==> src/hdl/bdq_pkg.sv <==
`default_nettype none

package bdq_pkg;

  // Default number of entries held by the deque.
  localparam int DEPTH_DEF = 64;

  // Width of the count field carried in a result item.
  localparam int COUNT_W = 7;

  typedef enum logic [2:0] {
    CMD_PUSH_FRONT = 3'd0,
    CMD_PUSH_BACK  = 3'd1,
    CMD_POP_FRONT  = 3'd2,
    CMD_POP_BACK   = 3'd3,
    CMD_CONTAINS   = 3'd4,
    CMD_REMOVE     = 3'd5
  } cmd_e;

  typedef enum logic [1:0] {
    ST_OK        = 2'd0,
    ST_FULL      = 2'd1,
    ST_EMPTY     = 2'd2,
    ST_NOT_FOUND = 2'd3
  } status_e;

  typedef enum logic [2:0] {
    S_IDLE,
    S_EXEC,
    S_SCAN,
    S_SHIFT,
    S_FETCH,
    S_FRONT,
    S_BACK
  } state_e;

  typedef struct packed {
    logic [2:0]         cmd;
    logic signed [31:0] value;
  } cmd_item_t;

  typedef struct packed {
    logic [1:0]         status;
    logic               found;
    logic [COUNT_W-1:0] count;
    logic signed [31:0] front_value;
    logic signed [31:0] back_value;
  } result_item_t;

endpackage

`default_nettype wire

==> src/hdl/bounded_deque_bag.sv <==
// The result is formed once the command has run and the front and back entries are read, or
// as soon as the command has run when the deque is empty after it. Contains and remove first
// scan the held entries; a remove that matches then moves each entry behind the match down.
// The block takes one item at a time; busy drops in the cycle the result is shown, so the next
// item can be accepted at the edge that takes the result. Reset (rst, synchronous) empties the
// deque and clears the strobe; stored entries are not cleared. The receiver cannot stall.
`default_nettype none

module bounded_deque_bag
  import bdq_pkg::*;
#(
  parameter int DEPTH = DEPTH_DEF
) (
  input  wire logic         clk,
  input  wire logic         rst,
  input  wire logic         start,
  output logic              busy,
  input  wire cmd_item_t    command,
  output logic              done,
  output result_item_t      result
);

  localparam int AW = $clog2(DEPTH);

  // Memory port between the sequencer and the entry store. The store reads
  // every cycle, so read data is registered and follows the read address in the next cycle.
  logic          mem_we;
  logic [AW-1:0] mem_waddr;
  logic [31:0]   mem_wdata;
  logic [AW-1:0] mem_raddr;
  logic [31:0]   mem_rdata;

  // Result as the sequencer forms it, in the cycle before it is presented.
  logic          res_valid;
  result_item_t  res;

  // The sequencer handles one item at a time. A push or pop updates the
  // head pointer and count in one step; contains and remove scan the held
  // entries front to back, one read per cycle through the shared slot unit,
  // and remove then moves each later entry down by one slot to close the
  // gap. Every command that leaves the deque non-empty ends by reading the front and back entries.
  bdq_ctrl #(.DEPTH(DEPTH)) u_ctrl (
    .clk       (clk),
    .rst       (rst),
    .start     (start),
    .command   (command),
    .busy      (busy),
    .mem_we    (mem_we),
    .mem_waddr (mem_waddr),
    .mem_wdata (mem_wdata),
    .mem_raddr (mem_raddr),
    .mem_rdata (mem_rdata),
    .res_valid (res_valid),
    .res       (res)
  );

  bdq_store #(.DEPTH(DEPTH)) u_store (
    .clk   (clk),
    .we    (mem_we),
    .waddr (mem_waddr),
    .wdata (mem_wdata),
    .raddr (mem_raddr),
    .rdata (mem_rdata)
  );

  // Output register. The strobe is high for exactly one cycle per item, and
  // the sequencer is already idle in that cycle, so the next item can be
  // accepted while the result is on the ports.
  always_ff @(posedge clk) begin
    if (rst) begin
      done <= 1'b0;
    end else begin
      done <= res_valid;
    end
  end

  always_ff @(posedge clk) begin
    if (res_valid) begin
      result <= res;
    end
  end

endmodule

`default_nettype wire

==> src/hdl/bdq_slot.sv <==
`default_nettype none

// Circular slot arithmetic: (head + offset) modulo DEPTH with one add and
// one compare-subtract, since both operands stay below DEPTH.
module bdq_slot
  import bdq_pkg::*;
#(
  parameter int DEPTH = DEPTH_DEF
) (
  input  wire logic [$clog2(DEPTH)-1:0] head,
  input  wire logic [$clog2(DEPTH)-1:0] offset,
  output logic      [$clog2(DEPTH)-1:0] slot
);

  localparam int AW = $clog2(DEPTH);

  logic [AW:0] sum;

  always_comb begin
    sum = {1'b0, head} + {1'b0, offset};
    if (sum >= (AW+1)'(DEPTH)) begin
      sum = sum - (AW+1)'(DEPTH);
    end
    slot = sum[AW-1:0];
  end

endmodule

`default_nettype wire

==> src/hdl/bdq_store.sv <==
`default_nettype none

// Entry storage: one write port, one read port with registered read data.
module bdq_store
  import bdq_pkg::*;
#(
  parameter int DEPTH = DEPTH_DEF
) (
  input  wire logic                     clk,
  input  wire logic                     we,
  input  wire logic [$clog2(DEPTH)-1:0] waddr,
  input  wire logic [31:0]              wdata,
  input  wire logic [$clog2(DEPTH)-1:0] raddr,
  output logic      [31:0]              rdata
);

  logic [31:0] mem [DEPTH];

  always_ff @(posedge clk) begin
    if (we) begin
      mem[waddr] <= wdata;
    end
  end

  always_ff @(posedge clk) begin
    rdata <= mem[raddr];
  end

endmodule

`default_nettype wire

==> src/hdl/bdq_ctrl.sv <==
`default_nettype none

// Command sequencer. All slot addresses come from one shared bdq_slot unit.
module bdq_ctrl
  import bdq_pkg::*;
#(
  parameter int DEPTH = DEPTH_DEF
) (
  input  wire logic                     clk,
  input  wire logic                     rst,
  input  wire logic                     start,
  input  wire cmd_item_t                command,
  output logic                          busy,
  output logic                          mem_we,
  output logic      [$clog2(DEPTH)-1:0] mem_waddr,
  output logic      [31:0]              mem_wdata,
  output logic      [$clog2(DEPTH)-1:0] mem_raddr,
  input  wire logic [31:0]              mem_rdata,
  output logic                          res_valid,
  output result_item_t                  res
);

  localparam int AW = $clog2(DEPTH);
  localparam int CW = $clog2(DEPTH + 1);

  state_e          state, state_next;
  logic [AW-1:0]   head;
  logic [CW-1:0]   count;
  logic [2:0]      cmd_r;
  logic [31:0]     val_r;
  logic [CW-1:0]   idx;
  logic            cmp_vld;
  logic [AW-1:0]   last_raddr;
  logic [AW-1:0]   hole;
  logic            wr_pend;
  logic [AW-1:0]   wr_addr;
  status_e         status_r;
  logic            found_r;
  logic [31:0]     front_r;

  logic [AW-1:0]   offset;
  logic [AW-1:0]   slot;
  logic [CW-1:0]   count_m1;
  logic            full;
  logic            empty;
  logic            is_push;
  logic            is_pop;
  logic            is_search;
  logic            match;
  logic            scan_more;

  bdq_slot #(.DEPTH(DEPTH)) u_slot (
    .head   (head),
    .offset (offset),
    .slot   (slot)
  );

  assign count_m1  = count - CW'(1);
  assign full      = (count == CW'(DEPTH));
  assign empty     = (count == '0);
  assign is_push   = (cmd_r == CMD_PUSH_FRONT) || (cmd_r == CMD_PUSH_BACK);
  assign is_pop    = (cmd_r == CMD_POP_FRONT) || (cmd_r == CMD_POP_BACK);
  assign is_search = (cmd_r == CMD_CONTAINS) || (cmd_r == CMD_REMOVE);
  assign match     = cmp_vld && (mem_rdata == val_r);
  assign scan_more = (idx < count);
  assign busy      = (state != S_IDLE);
  assign mem_raddr = slot;

  // Next state.
  always_comb begin
    state_next = state;
    case (state)
      S_IDLE: begin
        if (start) begin
          state_next = S_EXEC;
        end
      end
      S_EXEC: begin
        if (is_search && !empty) begin
          state_next = S_SCAN;
        end else begin
          state_next = S_FETCH;
        end
      end
      S_SCAN: begin
        if (match) begin
          state_next = (cmd_r == CMD_REMOVE) ? S_SHIFT : S_FETCH;
        end else if (cmp_vld && !scan_more) begin
          state_next = S_FETCH;
        end
      end
      S_SHIFT: begin
        if (!scan_more) begin
          state_next = S_FETCH;
        end
      end
      S_FETCH: begin
        state_next = empty ? S_IDLE : S_FRONT;
      end
      S_FRONT: state_next = S_BACK;
      S_BACK:  state_next = S_IDLE;
      default: state_next = S_IDLE;
    endcase
  end

  // Outputs: slot offset selection, write port and result.
  always_comb begin
    offset    = '0;
    mem_we    = 1'b0;
    mem_waddr = slot;
    mem_wdata = val_r;
    res_valid = 1'b0;
    case (state)
      S_EXEC: begin
        case (cmd_r)
          CMD_PUSH_FRONT: begin
            offset = AW'(DEPTH - 1);
            mem_we = !full;
          end
          CMD_PUSH_BACK: begin
            offset = count[AW-1:0];
            mem_we = !full;
          end
          CMD_POP_FRONT: offset = AW'(1);
          default:       offset = '0;
        endcase
      end
      S_SCAN:  offset = idx[AW-1:0];
      S_SHIFT: begin
        offset    = idx[AW-1:0];
        mem_we    = wr_pend;
        mem_waddr = wr_addr;
        mem_wdata = mem_rdata;
      end
      S_FETCH: begin
        offset    = '0;
        res_valid = empty;
      end
      S_FRONT: offset = count_m1[AW-1:0];
      S_BACK:  res_valid = 1'b1;
      default: offset = '0;
    endcase
  end

  always_comb begin
    res.status      = status_r;
    res.found       = found_r;
    res.count       = COUNT_W'(count);
    res.front_value = (state == S_BACK) ? front_r : '0;
    res.back_value  = (state == S_BACK) ? mem_rdata : '0;
  end

  always_ff @(posedge clk) begin
    if (rst) begin
      state    <= S_IDLE;
      head     <= '0;
      count    <= '0;
      cmp_vld  <= 1'b0;
      wr_pend  <= 1'b0;
      status_r <= ST_OK;
      found_r  <= 1'b0;
    end else begin
      state <= state_next;
      case (state)
        S_IDLE: begin
          if (start) begin
            cmd_r    <= command.cmd;
            val_r    <= command.value;
            status_r <= ST_OK;
            found_r  <= 1'b0;
          end
        end
        S_EXEC: begin
          idx     <= '0;
          cmp_vld <= 1'b0;
          wr_pend <= 1'b0;
          if (is_push) begin
            if (full) begin
              status_r <= ST_FULL;
            end else begin
              count <= count + CW'(1);
              if (cmd_r == CMD_PUSH_FRONT) begin
                head <= slot;
              end
            end
          end else if (is_pop) begin
            if (empty) begin
              status_r <= ST_EMPTY;
            end else begin
              count <= count_m1;
              if (cmd_r == CMD_POP_FRONT) begin
                head <= slot;
              end
            end
          end else if (is_search && empty) begin
            status_r <= ST_EMPTY;
          end
        end
        S_SCAN: begin
          if (match) begin
            // idx already points one past the matching entry.
            found_r <= 1'b1;
            hole    <= last_raddr;
          end else begin
            if (cmp_vld && !scan_more) begin
              status_r <= ST_NOT_FOUND;
            end
            if (scan_more) begin
              idx <= idx + CW'(1);
            end
            cmp_vld    <= scan_more;
            last_raddr <= slot;
          end
        end
        S_SHIFT: begin
          if (scan_more) begin
            wr_pend <= 1'b1;
            wr_addr <= hole;
            hole    <= slot;
            idx     <= idx + CW'(1);
          end else begin
            wr_pend <= 1'b0;
            count   <= count_m1;
          end
        end
        S_FRONT: front_r <= mem_rdata;
        default: begin
        end
      endcase
    end
  end

endmodule

`default_nettype wire

==> config.mk <==
export PLATFORM = sky130hd
export DESIGN_NAME = bounded_deque_bag
export DESIGN_NICKNAME = d
export VERILOG_FILES = /design/src/hdl/bdq_pkg.sv /design/src/hdl/bounded_deque_bag.sv /design/src/hdl/bdq_slot.sv /design/src/hdl/bdq_store.sv /design/src/hdl/bdq_ctrl.sv
export SDC_FILE = /design/constraint.sdc
export NUM_CORES = 2
export LEC_CHECK = 0
export BUFFER_PORTS_ARGS = -buffer_cell sky130_fd_sc_hd__buf_2
export CORE_MARGIN = 4
export CORE_UTILIZATION = 59
export CTS_CLUSTER_SIZE = 10
export DETAILED_ROUTE_END_ITERATION = 10
export PLACE_DENSITY = 0.75
export SYNTH_ARGS = -nofsm -noshare
export SYNTH_HDL_FRONTEND = slang
export SYNTH_SLANG_ARGS = --single-unit
export TNS_END_PERCENT = 1
==> constraint.sdc <==
create_clock -name clk -period 7.4 [get_ports clk]
set_input_delay 1.11 -clock clk [delete_from_list [all_inputs] [get_ports clk]]
set_output_delay 1.11 -clock clk [all_outputs]
set_load 0.005 [all_outputs]
---- After elaboration in Yosys (flattened, before gate mapping) ----
Memory sizes are Yosys's and may differ from the RTL's. A register that Yosys moved wholly into a read port is not among the register bits.
Cells that the tools add are included.
operators by class
  add/subtract/negate cells ............... 5
  reductions and logical operators ........ 36
  $lt $le $gt $ge ......................... 2
  multiplexer cells ....................... 52
  bitwise logic cells ..................... 2
  eq/ne operators ......................... 29
operators with widths
  cell                   count
  $mux W6                10
  $mux W7                7
  $pmux W6 S3            2
  $eq A32 B32 Y1         1
  $mux W32               1
  $mux W3                7
  $pmux W7 S3            1
  $pmux W3 S6            1
  $reduce_and A3 Y1      6
  $mux W2                8
  $eq A3 B3 Y1 const B   5
  $add A7 B1 Y7 const B  2
  $pmux W7 S2            1
  $eq A3 B2 Y1 const B   4
  $ne A2 B2 Y1 const B   6
  $pmux W6 S2            1
  $reduce_bool A2 Y1     6
  $pmux W1 S2            5
  $reduce_bool A3 Y1     3
  $add A6 B6 Y7          1
  $eq A7 B7 Y1 const B   1
  $ge A7 B7 Y1 const B   1
  $logic_not A7 Y1       1
  $lt A7 B7 Y1           1
  22 further kinds       44
storage, ports and cells
  output and inout port bits .............. 76
  flip-flop bits (word level) ............. 188
  bits in writable memories ............... 2048
  logic and storage cells ................. 147
  memories ................................ 1
memories
  memory       depth  width  read ports  clocked after memory_dff  write ports  line             source
  u_store.mem  64     32     1           1                         1            bdq_store.sv:17  logic [31:0] mem [DEPTH];

---- Logic depth before layout (Yosys ltp) ----
  word-level depth ........................ 10
  depth in mapped cells ................... 18
  mapped depth without buffers ............ 14

---- Modules after synthesis ----
From an unflattened synthesis, not the netlist that was laid out.
unflattened totals
  cells, all modules ...................... 3934
  area, all modules ....................... 86818.3 µm²
by module, submodules not included
  module             instances  seq. area each (µm²)  cells each  area an instance (µm²)
  bdq_store          1          62139.6               3324        78520.3
  bdq_ctrl           1          3183.1                515         5855.6
  bounded_deque_bag  1          2242.2                76          2255.9
  bdq_slot           1          0.0                   19          186.4

---- Worst setup path after synthesis ----
Ideal clock, no wire load.
  path kind ............................... flip-flop to flip-flop
  from .................................... register u_ctrl.count[2]
  to ...................................... register result[0] (netlist bit), enable pin
  required time ........................... 6.803 ns
  data arrival time ....................... 6.161 ns
  setup slack ............................. 0.642 ns
  stages on the path, launching flop included .. 7
  cell sequence ........................... dfxtp_1 clkbuf_1 nor2_1 and4_1 clkbuf_1 nor2_1 nor3_1
on the way
  longest elaborated chain between the ends .. 2
ends and longest elaborated chain
  item                      line                     source
  start: declaration        bdq_ctrl.sv:28           logic [CW-1:0] count;
  start signal: assignment  bdq_ctrl.sv:181          count <= count + CW'(1);
  start signal: assignment  bdq_ctrl.sv:190          count <= count_m1;
  start signal: assignment  bdq_ctrl.sv:223          count <= count_m1;
  $logic_not A7 Y1          bdq_ctrl.sv:60           assign empty = (count == '0);
  $pmux W1 S2               bdq_ctrl.sv:113          case (state)
  named net res_valid       bounded_deque_bag.sv:34  logic res_valid;
  end signal: assignment    bounded_deque_bag.sv:79  result <= res;
  end: declaration          bounded_deque_bag.sv:20  output result_item_t result
The timed path passes the listed nets, and every way through them passes these cells.
A chain may end at the register's enable or synchronous reset.

---- Worst setup path after layout ----
  from .................................... register u_ctrl.state[0]
  to ...................................... memory u_store.mem[12][14], enable pin
on the way
  longest elaborated chain between the ends .. 7
  elaborated cells between the ends (all ways) .. 14
  classes of those cells .................. 2 x add/sub; 1 x order compare; 4 x eq/ne; 6 x mux; 1 x reduce/logical
ends and longest elaborated chain
  item                                           line                            source
  start: declaration                             bdq_ctrl.sv:26                  state_e state, state_next;
  start signal: assignment                       bdq_ctrl.sv:163                 state <= state_next;
  $eq A3 B2 Y1                                   bdq_ctrl.sv:113
  $reduce_or A2 Y1 (no line)                     --
  $pmux W6 S3                                    bdq_ctrl.sv:113
  $add A6 B6 Y7                                  bdq_slot.sv:20                  sum = {1'b0, head} + {1'b0, offset};
  $sub A6 B1 Y6 or $ge A7 B7 Y1 (tied branches)  bdq_slot.sv:22, bdq_slot.sv:21
  $mux W6                                        bdq_slot.sv:21                  if (sum >= (AW+1)'(DEPTH)) begin
  $mux W6                                        bdq_ctrl.sv:113
  end: declaration                               bdq_store.sv:17
Parallel ways exist; a longest one is shown, timed or not.

==> flow_metrics.tcl <==
set metrics [dict create \
    status "completed" \
    finalSetupViolations 0 \
    synth_seq_cells 2268 \
    row_count 140 \
    fmax_mhz 169 \
    clock_sinks 2268 \
    p_leak_nw 30.5 \
    ir_worst_vdd_v 0.000303 \
    antenna_left 0 \
    antenna_found_initial 8 \
    insertion_delay_ps 900 \
    htreeDepth 5 \
    cpPeakStageDelay_ps 960 \
    ctsResizeCount 0 \
    crit_path_max_fanout 70 \
    grt_pass1_wl_mm 315 \
    worstSetupPathType "flop to flop" \
    fin_crit_sh_pct 80.1 \
    fp.dieH_um 393 \
    synth.distinct_cells 61 \
    end_kind "flop" \
    cp_cell_sequence "nor3b_1 -> nand2_1 -> o21ai_0 -> nand2_1 -> o211ai_1 -> ha_1 -> a21oi_1 -> a21oi_1 -> o21a_1 -> or2_2 -> xnor2_2 -> inv_4 -> a221o_1 -> nor2_4" \
    grt_pass1_vias 44600 \
    synth_area_um2 87200 \
    start_kind "flop" \
    crit_slowest_cell "nor2_4" \
    gp_congestion 0.909 \
    cts_setup_buffers 0 \
    synth_nets 4479 \
    clock_path_buffers 4 \
    hp-class "primary input to flop" \
    drt_first_pass_iters 8 \
    ioPinCount 114 \
    port_buffers 113 \
    clk_pin_slew_ps 50 \
    nets 4722 \
    cp.arrival_ps 6400 \
    grt_use_total_pct 28.7 \
    dpl.hpwl_mm 124 \
    grt_setup_unrepaired "no" \
    cellPowerDensity_nw_per_um2 291 \
    synth_edf_count 2214 \
    whs_ps 405 \
    wl_per_cell_um 32.5 \
    hold_viol 0 \
    die_w_um 393 \
    yosys_warnings 0 \
    area_growth_pct 12.7 \
    finalSetupTns_ps 0 \
    drt_drc_violations_left 0 \
    postCtsHoldBufs 0 \
    synthCells 4425 \
    cap_violations 0 \
    first_iter_violations 6550 \
    vias 45000 \
    grt_max_degree 116 \
    cts_buffers 278 \
    start_util_pct 59.6 \
    cts_tree "done" \
    wirelength_mm 217 \
    ys_seq_area_share_pct 77.5 \
    grt-ovfl-total 0 \
    relSlewSlack_pct 4.68 \
    period_minus_slack_ps 5930 \
    maxSlewViolCount 0 \
    vias_per_cell 6.74 \
    layout-drive-gt1-share_pct 23.9 \
    syn_avg_cell_area_um2 19.7 \
    dieArea_um2 154000 \
    root_buffer "clkbuf_16" \
    required_ps 7880 \
    skew_ps 47.1 \
    coreArea_um2 146000 \
    worst_pin_slew_ps 1430 \
    postSynth.asyncResetShare_pct 0 \
    synth_ff_type "edfxtp_1" \
]
## layout make-up
class,instances,area [um^2]
flip-flops and latches,2268,67600
fillers,8846,47900
multi-input cells,1891,19300
clock buffers,369,7470
well taps,1917,2400
repair buffers,209,1420
clock inverters,9,121
inverters,20,85.1
diodes,2,5.00
## per-layer routing
metal / vias to the layer above / GRT usage, % / share of wire, %
met5: - / 0 / 0.012
met4: 4 / 9.59 / 3.5
met3: 497 / 7.25 / 12
met2: 3202 / 44.9 / 48
met1: 23100 / 40.2 / 36
li1: 18200 / - / -
## final timing paths
kind,startpoint,end,slack [ps],cells after the start
max reg2reg,u_ctrl.state[0],u_store.mem[12][14],1470,14
max,u_ctrl.state[0],u_store.mem[12][14],1470,14
min reg2reg,u_ctrl.hole[3],u_ctrl.wr_addr[3],430,0
min,command[12],u_ctrl.val_r[12],400,1
## flip-flops by register name, indices dropped and copies added (netlist names)
signal,count
u_ctrl.front_r,32
done,1
u_ctrl.status_r,2
u_store.rdata,32
u_ctrl.cmp_vld,1
u_ctrl.count,7
u_store.mem,2048
u_ctrl.state,3
u_ctrl.found_r,1
u_ctrl.head,6
u_ctrl.idx,7
u_ctrl.cmd_r,3
u_ctrl.hole,6
result,74
u_ctrl.val_r,32
u_ctrl.wr_pend,1
u_ctrl.wr_addr,6
u_ctrl.last_raddr,6
## cells in the final DEF, fill, tap and decap left out, types with 16 or more instances in the layout
master / netlist / layout
inv_1: 17 / 16
a21oi_1: 32 / 32
buf_2: 7 / 113
dfxtp_1: 54 / 54
o21ai_0: 40 / 40
and2_1: 68 / 67
nor2_1: 108 / 42
mux2i_1: 43 / 43
clkbuf_16: 0 / 286
nand3_1: 205 / 205
buf_4: 1 / 85
a32oi_1: 34 / 34
nor2_4: 0 / 65
mux4_2: 512 / 512
nand2_1: 584 / 555
edfxtp_1: 2214 / 2214
clkbuf_1: 198 / 83
nor3_1: 23 / 21
nand4_1: 72 / 72
nand2_2: 0 / 22
xnor2_1: 36 / 35
## synth_stat cells, types with 3 or more instances
library cell,n,share of area [%]
a221oi_1,3,0.030
nand3b_1,3,0.026
edfxtp_1,2214,76
nand2_1,584,2.5
o21a_1,5,0.043
clkbuf_1,198,0.85
a21o_1,5,0.043
a21oi_1,32,0.18
nand3_1,205,1.2
xor2_1,11,0.11
nor4_1,10,0.072
ha_1,15,0.22
mux2i_1,43,0.49
inv_1,17,0.073
nor3_1,23,0.13
nor2b_1,7,0.050
a211oi_1,3,0.026
or2_2,6,0.043
nand2b_1,5,0.036
nor2_1,108,0.46
a31oi_1,3,0.022
and2_1,68,0.49
mux4_2,512,13
or3_1,7,0.050
nand4_1,72,0.52
buf_1,35,0.15
o21ai_0,40,0.23
and3_1,6,0.043
xnor2_1,36,0.36
a32oi_1,34,0.34
o21ai_1,15,0.086
buf_2,7,0.040
o211ai_1,3,0.026
dfxtp_1,54,1.2
## kinds of logic (layout without fill, tap and decap cells)
logic type                 Yosys count  after routing  share of synthesized area, %
and+or+nand+nor                   1108           1108                          5.65
DFF                               2268           2268                          77.5
AOI/OAI and AO/OA                  164            164                          1.26
buffers and inverters              266            607                          1.19
adders and majority gates           16             16                         0.238
xor gates and xnor gates            48             48                         0.491
muxes                              555            555                          13.7
other                                0              2                             0
## report_power, final
part	internal, W	switching, W
Sequential	0.0143	0.000327
Combinational	0.000779	0.00145
Clock	0.00701	0.00475
Total	0.0221	0.00652
## worst max-delay path: cells and delay by family, from the launching register on
family	cells	cell delay, ps
buffers and inverters	1	350
adders and majority gates	1	370
AOI/OAI and AO/OA	6	1640
DFF	1	710
xor gates and xnor gates	1	260
and+or+nand+nor	5	2130
## stage by stage
stage / cells / worst slack (ps) / power, W / utilization (%) / cell area, um^2
floorplan: 4425 / 642 / 0.0161 / - / 87200
global placement: 6305 / 1760 / 0.0170 / 62.0 / 90700
detailed placement: 6305 / 1690 / 0.0171 / 62.0 / 90700
CTS: 6683 / 1660 / 0.0287 / 67.2 / 98300
global route: 6683 / 1150 / 0.0294 / 67.2 / 98300
finish: 6685 / 1470 / 0.0286 / 67.2 / 98300
Note: power is estimated with default switching activity, not from simulation.
